File: src/design/shp3_pkg.sv
// ----------------------------------------------------------------------------
// shp3_pkg
// Shared types and constants for the 3x3 cross-kernel sharpen unit.
// ----------------------------------------------------------------------------
package shp3_pkg;

   localparam int MAX_LINE_SAMPLES_DEF = 4096;
   localparam int SAMPLE_W             = 8;
   localparam int CSR_INDEX_W          = 2;
   localparam int CSR_DATA_W           = 13;
   localparam int CHAN_W               = 3;
   localparam int WIDTH_W              = 11;
   localparam int HEIGHT_W             = 13;
   localparam int CHAN_MAX             = 4;

   localparam logic [CHAN_W-1:0]   CHANNELS_RST = 3'd3;
   localparam logic [WIDTH_W-1:0]  WIDTH_RST    = 11'd640;
   localparam logic [HEIGHT_W-1:0] HEIGHT_RST   = 13'd480;

   // register indexes on the CSR port
   typedef enum logic [CSR_INDEX_W-1:0] {
      CSR_CHANNEL_COUNT = 2'd0,
      CSR_WIDTH_PIXELS  = 2'd1,
      CSR_HEIGHT_ROWS   = 2'd2
   } csr_index_type;

   // per-sample position flags from the sequencer
   typedef struct packed {
      logic produce;    // row above exists: a result is due
      logic border;     // result is forced to zero
      logic frame_end;  // last result of the frame
   } pos_info_type;

endpackage

File: src/design/shp3_kernel.sv
// ----------------------------------------------------------------------------
// shp3_kernel
// Cross-kernel arithmetic: 5*centre - left - right - above - below with
// saturation. Keeps the last few centre samples to supply the left tap.
// ----------------------------------------------------------------------------
module shp3_kernel
   import shp3_pkg::*;
(
   input  logic                clock,
   input  logic                shift_en,
   input  logic [CHAN_W-1:0]   channels,
   input  logic [SAMPLE_W-1:0] above,
   input  logic [SAMPLE_W-1:0] centre,
   input  logic [SAMPLE_W-1:0] right,
   input  logic [SAMPLE_W-1:0] below,
   input  logic                border,
   output logic [SAMPLE_W-1:0] sharpened
);

   localparam int ACC_W = SAMPLE_W + 4;
   localparam int SEL_W = $clog2(CHAN_MAX);

   logic [SAMPLE_W-1:0]     hist_ff [CHAN_MAX];
   logic [SEL_W-1:0]        left_sel;
   logic [SAMPLE_W-1:0]     left;
   logic signed [ACC_W-1:0] acc;

   // centre history, newest first; tap channels-1 is the same channel one
   // pixel to the left
   always_ff @(posedge clock) begin
      if (shift_en) begin
         hist_ff[0] <= centre;
         for (int i = 1; i < CHAN_MAX; i++) begin
            hist_ff[i] <= hist_ff[i-1];
         end
      end
   end

   always_comb begin
      left_sel = SEL_W'(channels - CHAN_W'(1));
      left     = hist_ff[left_sel];

      acc = $signed({2'b00, centre, 2'b00}) + $signed({4'b0000, centre})
            - $signed({4'b0000, left}) - $signed({4'b0000, right})
            - $signed({4'b0000, above}) - $signed({4'b0000, below});

      if (border || acc[ACC_W-1]) begin
         sharpened = '0;
      end else if (acc > ACC_W'(255)) begin
         sharpened = '1;
      end else begin
         sharpened = acc[SAMPLE_W-1:0];
      end
   end

endmodule
File: config.mk
export PLATFORM = sky130hd
export DESIGN_NAME = shp3_kernel
export DESIGN_NICKNAME = d
export VERILOG_FILES = /design/src/design/shp3_pkg.sv /design/src/design/shp3_kernel.sv
export SDC_FILE = /design/constraint.sdc
export NUM_CORES = 1
export LEC_CHECK = 0
export BUFFER_PORTS_ARGS = -buffer_cell sky130_fd_sc_hd__buf_2
export CORE_MARGIN = 8
export CORE_UTILIZATION = 50
export CTS_CLUSTER_DIAMETER = 50
export DETAILED_ROUTE_END_ITERATION = 12
export GPL_ROUTABILITY_DRIVEN = 0
export MAX_ROUTING_LAYER = met4
export PLACE_DENSITY = 0.73
export SYNTH_ARGS = -nofsm -noshare
export SYNTH_HDL_FRONTEND = slang
export SYNTH_SLANG_ARGS = --single-unit
File: constraint.sdc
create_clock -name clock -period 11.4 [get_ports clock]
set_clock_uncertainty 0.15 [all_clocks]
set_input_delay 2.28 -clock clock [delete_from_list [all_inputs] [get_ports clock]]
set_output_delay 2.28 -clock clock [all_outputs]
set_load 0.05 [all_outputs]
==> impl_results.md, run 1 <==
- Status: finished clean
- Top delay family on crit path: adder cells
- Worst vdd ir: 0.2153 mV
- Largest reg by FF count: hist_ff
- Final hold violation count: 0
- Post-CTS setup buffers: 0
- Share of the synthesized area in the top cell type: 36.73%
- Comb pwr share: 63.6%
- Max-cap violation count: 0
- Global route overflow: 0
- Post-CTS sizing: 0
- CP max FO: 8
- Overall Global Routing Usage: 14.24%
- CTS Root Cell: clkbuf_8
- H-tree depth: 2
- Top cells by area, synth: edfxtp_1 37%, fa_1 23%, inv_1 10%
- Largest family of logic cells by synthesized area: adder cells
- Slew headroom: 50.74%
- Slew @ Worst Pin: 739.0 ps
- Ys Warns: 0
- Setup crit end kind: output pin
- Global-route wire length before repair: 8204 um
- Layout fillers: 452
- Setup TNS: 0 ps
- Vias per cell: 4.829
- Dpl hpwl: 3919 um
- Flop and latch count out of synthesis: 32
- Final setup vio count: 0
- Mapped Nets: 297
- Part of the power in registers: 20.9%
- Power density over the cells: 225.3 nW/um^2
- Initial drt markers: 76
- Cts bufs inserted: 5
- Pre-CTS setup slack: 2331 ps
- Final min period: 9062 ps
- Compound-Gate Fraction of Synth Area: 9.613%
- Mux cell area share after synthesis: 7.269%
- Die width: 88.34 um
- Cell mode on critical path: fa_1
- Die Ht: 88.34 um
- Post-synth EDFFs: 32
- Most numerous cell in the Yosys netlist: inv_1
- Sw Share: 45.27%
- Avg Cell Area, Syn: 12.23 sq um
- Final worst slack: 2338 ps
- Worst hold margin: 293.1 ps
- Synth unique cells: 32
- Net Switching: 308.5 uW
- Xor/xnor cell area share of the yosys netlist: 3.635%
- Via Count: 1613
- Post-Synthesis Cells: 214
- CP Cell Sequence: buf_2 > mux4_2 > inv_1 > fa_1 > inv_1 > fa_1 > fa_1 > inv_1 > fa_1 > a211oi_1 > o21a_2 > o221ai_2 > xor2_2 > a211oi_4 > a21oi_1 > buf_2
- Max reg flops: 32
- CP required: 8970 ps
- CTS tree: done
- CTS Hold Bufs: 0
- Power Internal: 372.9 uW
- ANT nets after route: 0
- Worst Path Buf+Inv: 5
- Crit path DAT: 6630 ps
- Synthesized area: 2616 sq um
- Clock share of power: 15.5%
- Final wirelength: 4766 um
- Largest net degree at the start of global routing: 33
- CORE AREA: 5075 sq um
- Async S/R FF share, synth: 0%
- Regs by FF count: hist_ff (32)
- Layout cells sized above 1: 25.38%
- Hold Crit Class: register to register
- Routed WL per cell: 14.27 um
- Critical path type: input pin to output pin
- First-pass iteration count of the detailed router: 4
- Simple-gate area share of the yosys netlist: 2.009%
- Worst skew pair latency: 280 ps
- CTS Sinks: 32
- Starting density of the core: 51.55%
- Layout Utilization: 59.59%
- Seq/Total Area, Yosys: 36.73%
- Startpoint types: input pin
- Vias in the first global route: 1795
- Total Power: 681.4 uW
- Fin crit share: 79.49%
- Antenna violations before repair: 0
- Port Buf Inserts: 44
- Commonest cells in the netlist: 72 x inv_1, 32 x edfxtp_1, 30 x fa_1
- Max incr delay on CP: 550 ps
- Full die area: 7803 sq um
- Slew Viols, Final: 0
- Synth area leader: edfxtp_1
- RSZ-0062 raised after global routing: false
- P_leak: 0.001461 uW
- Layout area overhead: 15.59%
- # DRC: 0
- Adder-Cell Fraction of Synth Area: 30.13%
- Register clock-pin slew on the reported worst setup and hold paths: 70 ps
- Fmax achieved: 110.3 MHz
- IO Count: 46
- Reg-to-reg setup timing slack: 10560 ps
- Final #Nets: 346
- Worst path slowest cell: fa_1
- Rows: 26
- Worst-case clock buffer depth: 2
- Ys flop type: edfxtp_1
- # diodes: 0
==> final cells by class <==
type                            count  area [sq um]  area share [%]
Multi-Input combinational cell    108          1378           45.55
Sequential cell                    32         960.9           31.77
Inverter                           72         270.3           8.937
Timing Repair Buffer               44         220.2           7.282
Tap cell                           70         87.58           2.896
Clock buffer                        6         72.57           2.400
Clock inverter                      2         35.03           1.158
==> per-layer routing <==
metal | vias to the layer above | global-route usage, % | wire length, um
met5 | - | - | 0
met4 | 0 | 5.991 | 109
met3 | 10 | 3.064 | 213
met2 | 38 | 20.98 | 2220
met1 | 772 | 18.57 | 2223
li1 | 793 | - | -
==> cell usage in the layout (no fill, tap or decap), types with 5 or more instances in the layout <==
master	n
fa_1	30
a21oi_1	15
ha_1	15
mux4_2	8
xor2_1	5
clkbuf_8	5
inv_1	72
edfxtp_1	32
buf_2	44
==> power groups by stage <==
stage	logic (uW)	clock network [uW]	registers (uW)
after global placement	427	0	144
final	434	106	142
after floorplan	348	0	143
after global routing	488	114	143
after CTS	437	109	142
after detailed placement	432	0	145
==> kinds of logic (layout without fill, tap and decap cells) <==
kind of cell	count (synthesis)	after routing
compound gates	33	33
xor+xnor	10	10
fa+ha+maj	45	45
buf+inv	74	124
flops	32	32
mux	9	9
simple gates	11	11
==> through the flow <==
step	area [sq um]	instances
floorplan	2616	214
global placement	2917	326
detailed placement	2917	326
CTS	3024	334
global route	3024	334
finish	3024	334
==> path summary, 6_finish.rpt <==
check / start / to / depth (start not counted)
setup reg to reg: hist_ff[0][6] / hist_ff[1][6] / 0
setup / recovery: channels[0] / sharpened[0] / 16
hold reg to reg: hist_ff[0][3] / hist_ff[1][3] / 0
hold / removal: hist_ff[0][3] / hist_ff[1][3] / 0
Power figures use the tool's default switching activity.
==> run 2, diff against run 1 <==
--- a/config.mk
+++ b/config.mk
@@ -12,7 +12,7 @@
 export DETAILED_ROUTE_END_ITERATION = 12
 export GPL_ROUTABILITY_DRIVEN = 0
 export MAX_ROUTING_LAYER = met4
-export PLACE_DENSITY = 0.73
+export PLACE_DENSITY = 0.75
 export SYNTH_ARGS = -nofsm -noshare
 export SYNTH_HDL_FRONTEND = slang
 export SYNTH_SLANG_ARGS = --single-unit
==> constraint.sdc (replaced) <==
create_clock -name clock -period 8 [get_ports clock]
set_clock_uncertainty 0.15 [all_clocks]
set_input_delay 1.6 -clock clock [delete_from_list [all_inputs] [get_ports clock]]
set_output_delay 1.6 -clock clock [all_outputs]
set_load 0.05 [all_outputs]
==> run 2 against run 1 <==
Worst hold slack better by 5.1 ps. Flip-flop and latch count is the same. Highest routed layer unchanged. Largest cell class unchanged. Cell count is 0.30% higher. Via count up 2.2%.
==> impl_results.md, run 2 (synthesis results as in run 1) <==
- Status: finished clean
- CP required: 6250 ps (-2720 ps)
- Fmax achieved: 131.6 MHz
- Part of the power in registers: 20.9% (about the same)
- Rows: 26 (unchanged)
- Crit. Startpoint: channels[0]
- Worst path slowest cell: fa_1
- Global route overflow: 0 (unchanged)
- R2r startpoint: hist_ff[0][0]
- Starting density of the core: 51.55% (unchanged)
- Largest reg by FF count: hist_ff
- Hold endpoint: hist_ff[2][4]
- Slew Viols, Final: 0 (unchanged)
- Vias in the first global route: 1837 (+2.3%)
- IO Count: 46 (unchanged)
- FF-to-FF path depth: 0 (unchanged)
- Worst skew pair latency: 290 ps (about the same)
- Power density over the cells: 320.5 nW/um^2 (+42%)
- Pre-CTS setup slack: 371.3 ps (-1960 ps)
- Initial drt markers: 89 (+17%)
- Net Switching: 440.5 uW (+43%)
- Hold path depth: 0 (unchanged)
- Global-route wire length before repair: 8266 um (+0.76%)
- Vias per cell: 4.919 (+1.9%)
- Final wirelength: 4817 um (+1.1%)
- P_leak: 0.001466 uW (+0.33%)
- Routed WL per cell: 14.38 um (+0.77%)
- Antenna violations before repair: 0 (unchanged)
- Layout cells sized above 1: 25.66% (+0.28 points)
- Post-CTS sizing: 0 (unchanged)
- Startpoint types: input pin
- Worst vdd ir: 0.2389 mV (+11%)
- Largest net degree at the start of global routing: 33 (unchanged)
- CTS Root Cell: clkbuf_8
- Final setup vio count: 0 (unchanged)
- Worst-case clock buffer depth: 2 (unchanged)
- Overall Global Routing Usage: 14.37% (+0.13 points)
- Post-CTS setup buffers: 0 (unchanged)
- CORE AREA: 5075 sq um (unchanged)
- Via Count: 1648 (+2.2%)
- Most common cell after layout, fill and taps aside: inv_1
- Crit path DAT: 5850 ps (-780 ps)
- Slew @ Worst Pin: 732.9 ps (-6.057 ps)
- Slew headroom: 51.14% (+0.40 points)
- Critical path type: input pin to output pin
- Cts bufs inserted: 5 (unchanged)
- Final hold violation count: 0 (unchanged)
- Max-cap violation count: 0 (unchanged)
- Final min period: 7598 ps
- CTS Hold Bufs: 0 (unchanged)
- Worst Path Buf+Inv: 5 (unchanged)
- CP max FO: 8 (unchanged)
- Fin crit share: 94.97%
- Port Buf Inserts: 44 (unchanged)
- CTS Sinks: 32 (unchanged)
- # DRC: 0 (unchanged)
- Max incr delay on CP: 550 ps (about the same)
- Power Internal: 531.3 uW (+42%)
- Regs by FF count: hist_ff (32)
- CTS tree: done
- Cell mode on critical path: fa_1
- Reg-to-reg setup timing slack: 7160 ps (-3400 ps)
- Final #Nets: 347 (+0.29%)
- HP Start: hist_ff[1][4]
- Layout Utilization: 59.74% (+0.15 points)
- Most frequent cells in the layout: 72 x inv_1, 44 x buf_2, 32 x edfxtp_1
- First-pass iteration count of the detailed router: 6 (+2)
- Max reg flops: 32 (unchanged)
- Comb pwr share: 63.5% (about the same)
- Sw Share: 45.33% (+0.052 points)
- Total Power: 971.8 uW (+43%)
- # diodes: 0 (unchanged)
- Hold Crit Class: register to register
- ANT nets after route: 0 (unchanged)
- Die Ht: 88.34 um (unchanged)
- Register clock-pin slew on the reported worst setup and hold paths: 60 ps (about the same)
- Layout fillers: 436 (-3.5%)
- Die width: 88.34 um (unchanged)
- H-tree depth: 2 (unchanged)
- Seq. cell area: 960.9 sq um (unchanged)
- Reg2reg end: hist_ff[1][0]
- RSZ-0062 raised after global routing: false
- Clock share of power: 15.7% (+0.2 points)
- CP Cell Sequence: buf_2 > mux4_2 > inv_1 > fa_1 > inv_1 > fa_1 > fa_1 > inv_1 > fa_1 > a211oi_1 > o21a_2 > o221ai_2 > xor2_2 > a211oi_4 > a21oi_1 > buf_2
- Full die area: 7803 sq um (unchanged)
- Setup TNS: 0 ps (unchanged)
- Multi-input gate area: 1378 sq um (unchanged)
- Dpl hpwl: 3943 um (+0.61%)
- Top delay family on crit path: adder cells
- Setup crit end kind: output pin
- Layout area overhead: 15.88%
- Final worst slack: 402.4 ps (-1935 ps)
==> run 2: layout make-up <==
class | instances | area share [%]
Tap cell | 70 | 2.889
Inverter | 72 | 8.915
Multi-Input combinational cell | 108 | 45.44
Sequential cell | 32 | 31.70
Clock inverter | 2 | 1.156
Clock buffer | 6 | 2.394
Timing Repair Buffer | 45 | 7.511
==> run 2: metrics by stage <==
stage                     hold slack [ps]  std cells  area, sq um
after CTS                           299.4        335         3032
after global placement              274.0        327         2924
after global routing                310.2        335         3032
after floorplan                     270.7        214         2616
final                               298.2        335         3032
after detailed placement            281.9        327         2924
==> run 2: worst max-delay path by stage <==
stage                    to  slack (ps)  cells after the start
3_3_place_gp   sharpened[7]         380                     16
2_1_floorplan  sharpened[0]         160                     15
4_1_cts        sharpened[6]         360                     16
5_1_grt        sharpened[5]         100                     16
3_5_place_dp   sharpened[6]         370                     16
6_report       sharpened[6]         400                     16
==> run 2: power groups by stage <==
stage	clock network [uW]	logic, uW	registers (uW)
2_1_floorplan	0	496	204
3_3_place_gp	0	605	205
3_5_place_dp	0	616	206
4_1_cts	156	623	203
5_1_grt	160	706	204
6_report	152	617	203
==> run 2: routing by layer <==
metal / vias to the layer above / GRT usage, % / wire length, um
li1: 796 / - / -
met1: 813 / 17.42 / 2132
met2: 34 / 22.74 / 2406
met3: 5 / 2.693 / 203
met4: 0 / 6.605 / 75
met5: - / - / 0
