$ cat src/design/shp3_pkg.sv
// ----------------------------------------------------------------------------
// shp3_pkg
// Shared types and constants for the 3x3 cross-kernel sharpen unit.
// ----------------------------------------------------------------------------
package shp3_pkg;

   localparam int MAX_LINE_SAMPLES_DEF = 4096;
   localparam int SAMPLE_W             = 8;
   localparam int CSR_INDEX_W          = 2;
   localparam int CSR_DATA_W           = 13;
   localparam int CHAN_W               = 3;
   localparam int WIDTH_W              = 11;
   localparam int HEIGHT_W             = 13;
   localparam int CHAN_MAX             = 4;

   localparam logic [CHAN_W-1:0]   CHANNELS_RST = 3'd3;
   localparam logic [WIDTH_W-1:0]  WIDTH_RST    = 11'd640;
   localparam logic [HEIGHT_W-1:0] HEIGHT_RST   = 13'd480;

   // register indexes on the CSR port
   typedef enum logic [CSR_INDEX_W-1:0] {
      CSR_CHANNEL_COUNT = 2'd0,
      CSR_WIDTH_PIXELS  = 2'd1,
      CSR_HEIGHT_ROWS   = 2'd2
   } csr_index_type;

   // per-sample position flags from the sequencer
   typedef struct packed {
      logic produce;    // row above exists: a result is due
      logic border;     // result is forced to zero
      logic frame_end;  // last result of the frame
   } pos_info_type;

endpackage

$ cat src/design/shp3_seq.sv
// ----------------------------------------------------------------------------
// shp3_seq
// Configuration registers and raster position counters. Derives the
// effective geometry, the line store addresses and the per-sample flags.
// ----------------------------------------------------------------------------
module shp3_seq
   import shp3_pkg::*;
#(
   parameter int MAX_LINE_SAMPLES = MAX_LINE_SAMPLES_DEF,
   parameter int AW               = $clog2(MAX_LINE_SAMPLES)
) (
   input  logic                   clock,
   input  logic                   reset,
   input  logic                   csr_valid,
   input  logic [CSR_INDEX_W-1:0] csr_index,
   input  logic [CSR_DATA_W-1:0]  csr_wdata,
   input  logic                   advance,
   output logic [CHAN_W-1:0]      channels,
   output logic [AW-1:0]          addr_centre,
   output logic [AW-1:0]          addr_right,
   output pos_info_type           info
);

   localparam int LW   = $clog2(MAX_LINE_SAMPLES + 1);
   localparam int CAPW = (LW > WIDTH_W) ? LW : WIDTH_W;
   localparam logic [CAPW-1:0] CAP1 = CAPW'(MAX_LINE_SAMPLES / 1);
   localparam logic [CAPW-1:0] CAP2 = CAPW'(MAX_LINE_SAMPLES / 2);
   localparam logic [CAPW-1:0] CAP3 = CAPW'(MAX_LINE_SAMPLES / 3);
   localparam logic [CAPW-1:0] CAP4 = CAPW'(MAX_LINE_SAMPLES / 4);

   logic [CHAN_W-1:0]   chan_ff,   chan_in;
   logic [WIDTH_W-1:0]  width_ff,  width_in;
   logic [HEIGHT_W-1:0] height_ff, height_in;
   logic [AW-1:0]       samp_ff,   samp_in;
   logic [HEIGHT_W-1:0] row_ff,    row_in;

   logic [CHAN_W-1:0]   ch_eff;
   logic [CAPW-1:0]     cap;
   logic [WIDTH_W-1:0]  w_clamp;
   logic [CAPW-1:0]     w_eff;
   logic [LW-1:0]       len;
   logic [HEIGHT_W-1:0] h_eff;
   logic [LW-1:0]       samp_ext;
   logic [LW:0]         right_sum;
   logic                csr_hit;
   logic                row_last;

   // effective geometry
   always_comb begin
      if (chan_ff == '0) begin
         ch_eff = CHAN_W'(1);
      end else if (chan_ff > CHAN_W'(CHAN_MAX)) begin
         ch_eff = CHAN_W'(CHAN_MAX);
      end else begin
         ch_eff = chan_ff;
      end

      unique case (ch_eff)
         CHAN_W'(1): cap = CAP1;
         CHAN_W'(2): cap = CAP2;
         CHAN_W'(3): cap = CAP3;
         default:    cap = CAP4;
      endcase

      if (width_ff < WIDTH_W'(3)) begin
         w_clamp = WIDTH_W'(3);
      end else if (width_ff > WIDTH_W'(1024)) begin
         w_clamp = WIDTH_W'(1024);
      end else begin
         w_clamp = width_ff;
      end

      w_eff = (CAPW'(w_clamp) > cap) ? cap : CAPW'(w_clamp);
      len   = LW'(ch_eff * w_eff);

      if (height_ff < HEIGHT_W'(3)) begin
         h_eff = HEIGHT_W'(3);
      end else if (height_ff > HEIGHT_W'(4096)) begin
         h_eff = HEIGHT_W'(4096);
      end else begin
         h_eff = height_ff;
      end
   end

   // position decode
   always_comb begin
      samp_ext  = LW'(samp_ff);
      right_sum = (LW+1)'(samp_ext) + (LW+1)'(ch_eff);
      row_last  = (samp_ext == len - LW'(1));

      addr_centre = samp_ff;
      addr_right  = (right_sum < (LW+1)'(len)) ? AW'(right_sum) : samp_ff;

      info.produce   = (row_ff != '0);
      info.border    = (row_ff == HEIGHT_W'(1)) || (row_ff == h_eff)
                       || (samp_ext < LW'(ch_eff))
                       || (samp_ext >= len - LW'(ch_eff));
      info.frame_end = (row_ff == h_eff) && row_last;
   end

   assign channels = ch_eff;

   // CSR writes and counter advance
   always_comb begin
      chan_in   = chan_ff;
      width_in  = width_ff;
      height_in = height_ff;
      samp_in   = samp_ff;
      row_in    = row_ff;
      csr_hit   = 1'b0;

      if (csr_valid) begin
         unique case (csr_index)
            CSR_CHANNEL_COUNT: begin
               chan_in = csr_wdata[CHAN_W-1:0];
               csr_hit = 1'b1;
            end
            CSR_WIDTH_PIXELS: begin
               width_in = csr_wdata[WIDTH_W-1:0];
               csr_hit  = 1'b1;
            end
            CSR_HEIGHT_ROWS: begin
               height_in = csr_wdata[HEIGHT_W-1:0];
               csr_hit   = 1'b1;
            end
            default: csr_hit = 1'b0;
         endcase
      end

      if (csr_hit) begin
         samp_in = '0;
         row_in  = '0;
      end else if (advance) begin
         if (row_last) begin
            samp_in = '0;
            row_in  = (row_ff >= h_eff) ? '0 : row_ff + HEIGHT_W'(1);
         end else begin
            samp_in = samp_ff + AW'(1);
         end
      end
   end

   always_ff @(posedge clock) begin
      if (reset) begin
         chan_ff   <= CHANNELS_RST;
         width_ff  <= WIDTH_RST;
         height_ff <= HEIGHT_RST;
         samp_ff   <= '0;
         row_ff    <= '0;
      end else begin
         chan_ff   <= chan_in;
         width_ff  <= width_in;
         height_ff <= height_in;
         samp_ff   <= samp_in;
         row_ff    <= row_in;
      end
   end

endmodule

$ cat config.mk
export PLATFORM = sky130hd
export DESIGN_NAME = shp3_seq
export DESIGN_NICKNAME = d
export VERILOG_FILES = /design/src/design/shp3_pkg.sv /design/src/design/shp3_seq.sv
export SDC_FILE = /design/constraint.sdc
export NUM_CORES = 1
export LEC_CHECK = 0
export BUFFER_PORTS_ARGS = -buffer_cell sky130_fd_sc_hd__buf_2
export CORE_MARGIN = 3
export CORE_UTILIZATION = 39
export CTS_CLUSTER_SIZE = 10
export DETAILED_ROUTE_END_ITERATION = 7
export PLACE_DENSITY_LB_ADDON = 0.12
export SYNTH_ARGS = -nofsm -noshare
export SYNTH_HDL_FRONTEND = slang
export SYNTH_SLANG_ARGS = --single-unit
$ cat constraint.sdc
create_clock -name clock -period 10.8 [get_ports clock]
set_clock_uncertainty 0.1 [all_clocks]
set_input_delay 1.62 -clock clock [delete_from_list [all_inputs] [get_ports clock]]
set_output_delay 1.62 -clock clock [all_outputs]
set_load 0.01 [all_outputs]
==> run_results.csv, run 1 <==
group,metric,value,unit
outcome,outcome,"complete, no violations",
sta,tns,0,ps
hold_path,hp-start,"height_ff[9]",
worst_setup_path,end_kind,"output pin",
clocking,cts_tree,"yes",
sta,finalSetupViolations,0,
placement,io_buffers,48,
pwr,power.static_leakage,2.96,nW
sta,fin_crit_sh,91.8,%
logic_synthesis,ys_seq_area_share,18.0,%
final_layout,final_area,6270,um2
sta,finalCriticalPeriod,9910,ps
placement,place_congestion,0.850,
route,drtIter0Drc,354,
clocking,cts_hold_buf,0,
logic_synthesis,ys_warn_count,0,
logic_synthesis,ys_ff_latch,52,
placement,placed_cell_area,6120,um2
worst_setup_path,critPathMaxStageDelay,740,ps
clocking,clock_sinks,52,
logic_synthesis,synth_area_leader_cell,"dfxtp_1",
clocking,cts_resized,0,
clocking,worstSkewPairLatency,310,ps
logic_synthesis,synth_cells,776,
logic_synthesis,synth.area.top_cells,"dfxtp_1 (18%), ha_1 (14%), nand2_1 (8.0%), xnor2_1 (6.0%), fa_1 (4.5%)",
worst_setup_path,arrival,8190,ps
route,wl_per_cell,15.2,um
final_layout,nFillCells,1493,
global_route,grt_pass1_vias,5346,
final_layout,nets,898,
sta,setup_slack,889,ps
die,coreArea,14200,um2
logic_synthesis,syn_area,5800,um2
sta,slew-limit-headroom,25.5,%
logic_synthesis,synth_top_cell_area_share,18.0,%
die,num_rows,43,
pwr,total_power,716,uW
die,die_area,16400,um2
die,io_pins,49,
route,firstDrtPassIters,6,
final_layout,layout-drive-gt1-share,9.63,%
route,drtAntennaViolNets,0,
global_route,grt-ovfl-total,0,
global_route,grt_max_degree,30,
run,cap_violations,0,
worst_setup_path,ff2ff_setup_slack,3210,ps
final_layout,syn_to_final_growth,8.16,%
clocking,htreeDepth,2,
clocking,cts_setup_buffers,0,
worst_setup_path,rr_endpoint,"row_ff[0]",
hold_path,hold_depth,2,
sta,clock.fmax,101,MHz
sta,drv_slew,0,
worst_setup_path,critPathLaunchType,"flop",
global_route,grt_pass1_wl,25600,um
clocking,clk_path_buf_depth,2,
clocking,root_buffer,"clkbuf_16",
worst_setup_path,r2r_cells,25,
die,dieHeight,128,um
worst_setup_path,critPathSlowestCell,"o21ai_0",
final_layout,n_antenna_cell,0,
placement,hpwl,11800,um
logic_synthesis,synth.avg_cell_area,7.47,um2
die,start_util,40.8,%
route,post-route-drc-count,0,
hold_path,hold_path.class,"reg2reg",
sta,rsz0062_at_grt,"false",
pwr,cellPowerDensity,114,nW/um2
die,fp.dieW,128,um
logic_synthesis,yosys_most_used_dff,"dfxtp_1",
route,via_count,5380,
clocking,numCtsBuffers,5,
worst_setup_path,cp_max_fo,12,
logic_synthesis,ys_types,63,
global_route,track_usage,18.8,%
sta,tightest_slew,1120,ps
global_route,antenna_found_initial,0,
clocking,cts.clk_slew.worst_paths,80,ps
pwr,peakVddDrop,0.0554,mV
hold_path,min_to,"height_ff[9]",
worst_setup_path,criticalPathCategory,"reg2out",
sta,hold_viol,0,
logic_synthesis,synth-edff-count,0,
logic_synthesis,async_reset_ff_share,0,%
worst_setup_path,r2r-start,"chan_ff[2]",
route,vias_per_cell,5.49,
route,wl,14900,um
worst_setup_path,worst_ep_required_time,9080,ps
placement,pre_cts_ws,1290,ps
logic_synthesis,synth_nets,875,
-- routing by layer --
layer  wire, um  GRT usage, %  vias to the layer above
met5          0             0                        -
met3        489          3.17                       15
met4        168          4.24                        0
met2       7060          32.4                       94
li1           -             -                     2738
met1       7170          24.7                     2533
-- cells in the mapped netlist, types with 8 or more instances --
cell type	count
inv_1	54
a21oi_1	48
nand3b_1	13
clkbuf_1	25
o21ai_0	18
nor2b_1	15
nor2_1	57
ha_1	67
nand2b_1	14
a32o_1	12
nand3_1	44
nand2_1	124
fa_1	13
nor4_1	8
xor2_1	21
dfxtp_1	52
nor3_1	21
xnor2_1	40
a21o_1	21
-- cell type report --
| class | instances | area [um2] | share of cell area [%] |
|---|---|---|---|
| clock inverters | 3 | 25.0 | 0.399 |
| multi-input cells | 634 | 4380 | 69.9 |
| flip-flops and latches | 52 | 1040 | 16.6 |
| clock buffers | 5 | 125 | 2.00 |
| repair buffers | 51 | 263 | 4.19 |
| well taps | 180 | 225 | 3.59 |
| inverters | 55 | 206 | 3.29 |
-- metrics by stage --
stage,hold slack [ps],instances,utilization (%)
floorplan,345,776,-
global placement,364,972,43.1
detailed placement,369,972,43.1
CTS,380,980,44.1
global route,401,980,44.1
finish,377,980,44.1
-- registers in the layout, indices dropped and copies added, names as in the netlist --
register and cells:
addr_centre 12, chan_ff 3, height_ff 13, row_ff 13, width_ff 11
-- layout by cell type, fill, tap and decap left out, types with 14 or more instances in the layout --
cell,instances
nor3_1,21
xor2_1,21
nand2b_1,14
o21ai_0,18
xnor2_1,40
nand2_1,124
nor2b_1,15
nor2_1,57
a21o_1,21
ha_1,67
nand3_1,44
inv_1,54
a21oi_1,48
buf_2,48
dfxtp_1,52
-- power by group --
part | leakage, nW | internal (mW) | switching (mW)
Combinational | 2.47 | 0.144 | 0.200
Sequential | 0.422 | 0.196 | 0.00670
Clock | 0.0708 | 0.0878 | 0.0814
-- worst max-delay path: cells and delay by family, from the launching register on --
| family | cells | cell delay, ps |
|---|---|---|
| adder cells (fa/ha/maj) | 5 | 1760 |
| multiplexers | 2 | 880 |
| flip-flops | 1 | 450 |
| XOR/XNOR | 1 | 220 |
| AND/OR/NAND/NOR | 8 | 1360 |
| buffers and inverters | 5 | 640 |
| AO/OA/AOI/OAI | 9 | 2590 |
-- kinds of logic after synthesis --
kind of cell    Yosys count  synth area share, %
other cells               1               0.0647
buf+inv                  90                 6.41
flops                    52                 18.0
compound gates          147                 17.6
simple gates            337                 28.3
xor+xnor                 61                 9.22
mux                       8                 1.45
fa+ha+maj                80                 19.0
-- worst max path at each step --
stage | start | to | slack, ps | cells past startpoint
global placement | chan_ff[2] | addr_right[1] | 1630 | 30
CTS | chan_ff[2] | addr_right[2] | 930 | 30
floorplan | chan_ff[2] | addr_right[4] | 2540 | 31
detailed placement | chan_ff[2] | addr_right[2] | 1290 | 30
finish | chan_ff[2] | addr_right[2] | 890 | 30
global route | chan_ff[2] | addr_right[2] | 100 | 30
(Power assumes the default switching activity.)
==> run 2, diff against run 1 <==
--- a/config.mk
+++ b/config.mk
@@ -7,7 +7,7 @@
 export LEC_CHECK = 0
 export BUFFER_PORTS_ARGS = -buffer_cell sky130_fd_sc_hd__buf_2
 export CORE_MARGIN = 3
-export CORE_UTILIZATION = 39
+export CORE_UTILIZATION = 50
 export CTS_CLUSTER_SIZE = 10
 export DETAILED_ROUTE_END_ITERATION = 7
 export PLACE_DENSITY_LB_ADDON = 0.12
==> run 2 against run 1 <==
Net effect: worst setup slack improved by 680 ps; final cell count fell by 4.2%; sequential share of layout area rose by 0.18 points; sequential power barely moved; largest power group unchanged; largest cell class unchanged; first-iteration DRC count fell by 3.1%.
==> run_results.csv, run 2 (same netlist as run 1, synthesis figures left out) <==
group,metric,value,unit
global_route,grt_pass1_vias,5233,
outcome,outcome,"complete, no violations",
pwr,combinationalPowerShare,49.0,%
sta,drv_slew,0,
route,wl_per_cell,15.4,um
final_layout,layout_commonest_cell,"nand2_1",
worst_setup_path,worst_ep_required_time,9080,ps
clocking,worstSkewPairLatency,300,ps
die,fp.dieW,114,um
sta,slew-limit-headroom,23.1,%
clocking,cts_hold_buf,0,
route,wl,14500,um
final_layout,layout-drive-gt1-share,9.39,%
global_route,grt_max_degree,30,
die,dieHeight,114,um
pwr,cellPowerDensity,113,nW/um2
worst_setup_path,critPathMaxStageDelay,490,ps
route,vias_per_cell,5.79,
worst_setup_path,criticalPathCategory,"reg2out",
final_layout,n_antenna_cell,0,
global_route,grt-ovfl-total,0,
sta,fin_crit_sh,85.4,%
pwr,switchingPower,276,uW
route,via_count,5441,
hold_path,min_to,"height_ff[1]",
die,die_area,12900,um2
die,start_util,52.3,%
sta,finalSetupViolations,0,
sta,tns,0,ps
placement,place_congestion,0.927,
pwr,total_power,700,uW
placement,dp.cells,932,
run,cap_violations,0,
worst_setup_path,arrival,7510,ps
placement,io_buffers,48,
pwr,seq_power_share,28.9,%
final_layout,utilization,56.0,%
clocking,cts_tree,"yes",
pwr,intPower,424,uW
placement,pre_cts_ws,1960,ps
sta,holdWs,373,ps
clocking,cts_resized,0,
hold_path,hold_depth,2,
route,firstDrtPassIters,5,
sta,finalCriticalPeriod,9230,ps
final_layout,nets,898,
pwr,pwr-share-clk,22.1,%
worst_setup_path,ff2ff_setup_slack,3290,ps
clocking,htreeDepth,2,
hold_path,hold_path.class,"reg2reg",
worst_setup_path,cp_max_fo,13,
global_route,track_usage,22.8,%
clocking,clk_path_buf_depth,2,
sta,setup_slack,1570,ps
final_layout,syn_to_final_growth,7.02,%
pwr,power.static_leakage,2.96,nW
clocking,cts.clk_slew.worst_paths,70,ps
worst_setup_path,critPathSlowestCell,"mux2i_1",
sta,hold_viol,0,
die,io_pins,49,
sta,clock.fmax,108,MHz
worst_setup_path,r2r_cells,25,
clocking,root_buffer,"clkbuf_16",
sta,tightest_slew,1150,ps
pwr,swShare,39.5,%
die,coreArea,11100,um2
clocking,cts_setup_buffers,0,
sta,rsz0062_at_grt,"false",
route,drtAntennaViolNets,0,
placement,hpwl,11400,um
worst_setup_path,rr_endpoint,"row_ff[0]",
pwr,peakVddDrop,0.115,mV
worst_setup_path,end_kind,"output pin",
final_layout,most-common-layout-cells,"nand2_1 (124), ha_1 (67), nor2_1 (57)",
worst_setup_path,r2r-start,"chan_ff[2]",
global_route,grt_pass1_wl,24500,um
final_layout,instances_no_fill,939,
final_layout,final_area,6200,um2
clocking,clock_sinks,52,
route,drtIter0Drc,343,
placement,placed_cell_area,6070,um2
die,num_rows,38,
hold_path,hp-start,"height_ff[1]",
route,post-route-drc-count,0,
clocking,numCtsBuffers,5,
global_route,antenna_found_initial,0,
worst_setup_path,critPathLaunchType,"flop",
[run 2: final cells by class]
type                            count  area [um2]
Clock inverter                      1        5.00
Sequential cell                    52        1040
Timing Repair Buffer               51         263
Multi-Input combinational cell    634        4380
Clock buffer                        6         129
Fill cell                        1076        4880
Inverter                           55         206
Tap cell                          140         175
[run 2: how the worst max path moves through the flow]
stage | startpoint | to
4_1_cts | chan_ff[2] | addr_right[2]
6_report | chan_ff[2] | addr_right[2]
5_1_grt | chan_ff[2] | addr_right[9]
3_5_place_dp | chan_ff[2] | addr_right[2]
3_3_place_gp | chan_ff[2] | addr_right[1]
2_1_floorplan | chan_ff[2] | addr_right[4]
[run 2: power by group through the flow]
stage,registers (mW),logic (mW),clock network (mW)
2_1_floorplan,0.204,0.271,0
4_1_cts,0.202,0.341,0.160
3_5_place_dp,0.207,0.338,0
3_3_place_gp,0.207,0.332,0
6_report,0.203,0.343,0.154
5_1_grt,0.203,0.386,0.166
[run 2: critical path, delay by kind of cell (launching register included)]
kind,cells,cell delay (ps)
compound gates,10,2090
mux,2,840
xor+xnor,1,200
buf+inv,5,580
fa+ha+maj,5,1750
simple gates,8,1340
flops,1,430
[run 2: per-layer routing]
metal | up-vias | global-route usage (%) | part of all wire (%)
li1 | 2739 | - | -
met4 | 0 | 6.33 | 1.4
met1 | 2531 | 29.3 | 46
met2 | 152 | 39.5 | 48
met5 | - | 0 | 0
met3 | 19 | 3.50 | 4.8
==> run 3, diff against run 2 <==
--- a/config.mk
+++ b/config.mk
@@ -6,8 +6,10 @@
 export NUM_CORES = 1
 export LEC_CHECK = 0
 export BUFFER_PORTS_ARGS = -buffer_cell sky130_fd_sc_hd__buf_2
+export CELL_PAD_IN_SITES_DETAIL_PLACEMENT = 2
+export CELL_PAD_IN_SITES_GLOBAL_PLACEMENT = 2
 export CORE_MARGIN = 3
-export CORE_UTILIZATION = 50
+export CORE_UTILIZATION = 36
 export CTS_CLUSTER_SIZE = 10
 export DETAILED_ROUTE_END_ITERATION = 7
 export PLACE_DENSITY_LB_ADDON = 0.12
==> run 3 against run 2 <==
Net effect: global-route usage fell by 1.1 points; die area rose by 37%; sequential share of layout area fell by 0.29 points.
==> run_results.csv, run 3 (same netlist as run 1, synthesis figures left out) <==
group,metric,value,unit
sta,tightest_slew,822,ps
worst_setup_path,end_kind,"output pin",
global_route,antenna_found_initial,0,
final_layout,syn_to_final_growth,8.87,%
pwr,power.static_leakage,2.96,nW
die,fp.dieW,133,um
worst_setup_path,critPathMaxStageDelay,520,ps
worst_setup_path,ff2ff_setup_slack,2980,ps
die,coreArea,15500,um2
global_route,grt_pass1_vias,6169,
worst_setup_path,criticalPathCategory,"reg2out",
global_route,grt_max_degree,30,
worst_setup_path,critPathSlowestCell,"mux2i_1",
final_layout,nets,899,
sta,hold_viol,0,
sta,slew-limit-headroom,45.1,%
route,post-route-drc-count,0,
pwr,peakVddDrop,0.0624,mV
route,drtIter0Drc,183,
final_layout,layout-drive-gt1-share,9.61,%
clocking,numCtsBuffers,5,
clocking,cts_resized,0,
final_layout,nFillCells,1838,
final_layout,regArea,1040,um2
route,firstDrtPassIters,4,
placement,io_buffers,48,
final_layout,layout_commonest_cell,"nand2_1",
worst_setup_path,cp_max_fo,13,
clocking,htreeDepth,2,
die,start_util,37.4,%
placement,place_congestion,0.877,
final_layout,multi_input_area,4380,um2
final_layout,most-common-layout-cells,"nand2_1 (124), ha_1 (67), nor2_1 (57)",
sta,drv_slew,0,
sta,tns,0,ps
route,wl,18600,um
die,die_area,17700,um2
die,io_pins,49,
clocking,clk_path_buf_depth,2,
final_layout,n_antenna_cell,0,
clocking,root_buffer,"clkbuf_16",
route,drtAntennaViolNets,0,
die,num_rows,45,
worst_setup_path,critPathLaunchType,"flop",
die,dieHeight,133,um
worst_setup_path,r2r_cells,25,
sta,clock.fmax,105,MHz
sta,rsz0062_at_grt,"false",
global_route,grt_pass1_wl,32000,um
route,via_count,5544,
worst_setup_path,arrival,7790,ps
clocking,cts_tree,"yes",
global_route,grt-ovfl-total,0,
route,vias_per_cell,5.48,
outcome,outcome,"complete, no violations",
pwr,cellPowerDensity,116,nW/um2
clocking,cts_hold_buf,0,
sta,finalSetupViolations,0,
clocking,cts.clk_slew.worst_paths,70,ps
worst_setup_path,worst_ep_required_time,9080,ps
hold_path,hold_depth,2,
pwr,total_power,730,uW
clocking,cts_setup_buffers,0,
clocking,worstSkewPairLatency,310,ps
hold_path,hold_path.class,"reg2reg",
sta,finalCriticalPeriod,9510,ps
sta,fin_crit_sh,88.1,%
run,cap_violations,0,
placement,hpwl,15200,um
clocking,clock_sinks,52,
global_route,track_usage,21.7,%
route,wl_per_cell,18.4,um
## run 3: cell type report
| class | instances | area share (%) |
|---|---|---|
| inverter | 55 | 3.27 |
| multi-input combinational | 634 | 69.5 |
| tap | 211 | 4.18 |
| clock inverter | 2 | 0.258 |
| timing repair buffer | 52 | 4.28 |
| sequential | 52 | 16.5 |
| clock buffer | 6 | 2.04 |
## run 3: critical path: cells and delay by family (launching register included)
family | cells | cell delay (ps)
compound gates | 9 | 2130
fa+ha+maj | 5 | 1800
simple gates | 8 | 1400
mux | 2 | 870
buf+inv | 5 | 610
flops | 1 | 430
xor+xnor | 1 | 230
## run 3: worst paths after layout
path	endpoint	start
hold reg to reg	height_ff[9]	height_ff[9]
setup / recovery	addr_right[2]	chan_ff[2]
setup reg to reg	row_ff[6]	chan_ff[2]
hold / removal	height_ff[9]	height_ff[9]
## run 3: report_power, final
part / total [mW] / internal, mW / switching [mW]
Combinational: 0.362 / 0.146 / 0.216
Clock: 0.165 / 0.0867 / 0.0784
Sequential: 0.203 / 0.196 / 0.00719
## run 3: per-layer routing
| metal | up-vias | share of wire, % | wire length, um | global-route usage, % |
|---|---|---|---|---|
| met1 | 2767 | 45 | 8430 | 26.5 |
| met4 | 0 | 0.83 | 155 | 3.81 |
| met2 | 42 | 52 | 9710 | 40.9 |
| met3 | 8 | 1.8 | 337 | 2.59 |
| met5 | - | 0 | 0 | 0 |
| li1 | 2727 | - | - | - |
## run 3: per-stage QoR
step | worst slack [ps] | hold WS (ps) | util [%] | area, um2 | instances
final | 1290 | 378 | 40.8 | 6310 | 1012
after detailed placement | 1610 | 371 | 39.8 | 6160 | 1004
after CTS | 1260 | 383 | 40.8 | 6310 | 1012
after floorplan | 2540 | 345 | - | 5800 | 776
after global placement | 2000 | 365 | 39.8 | 6160 | 1004
after global routing | 403 | 414 | 40.8 | 6310 | 1012
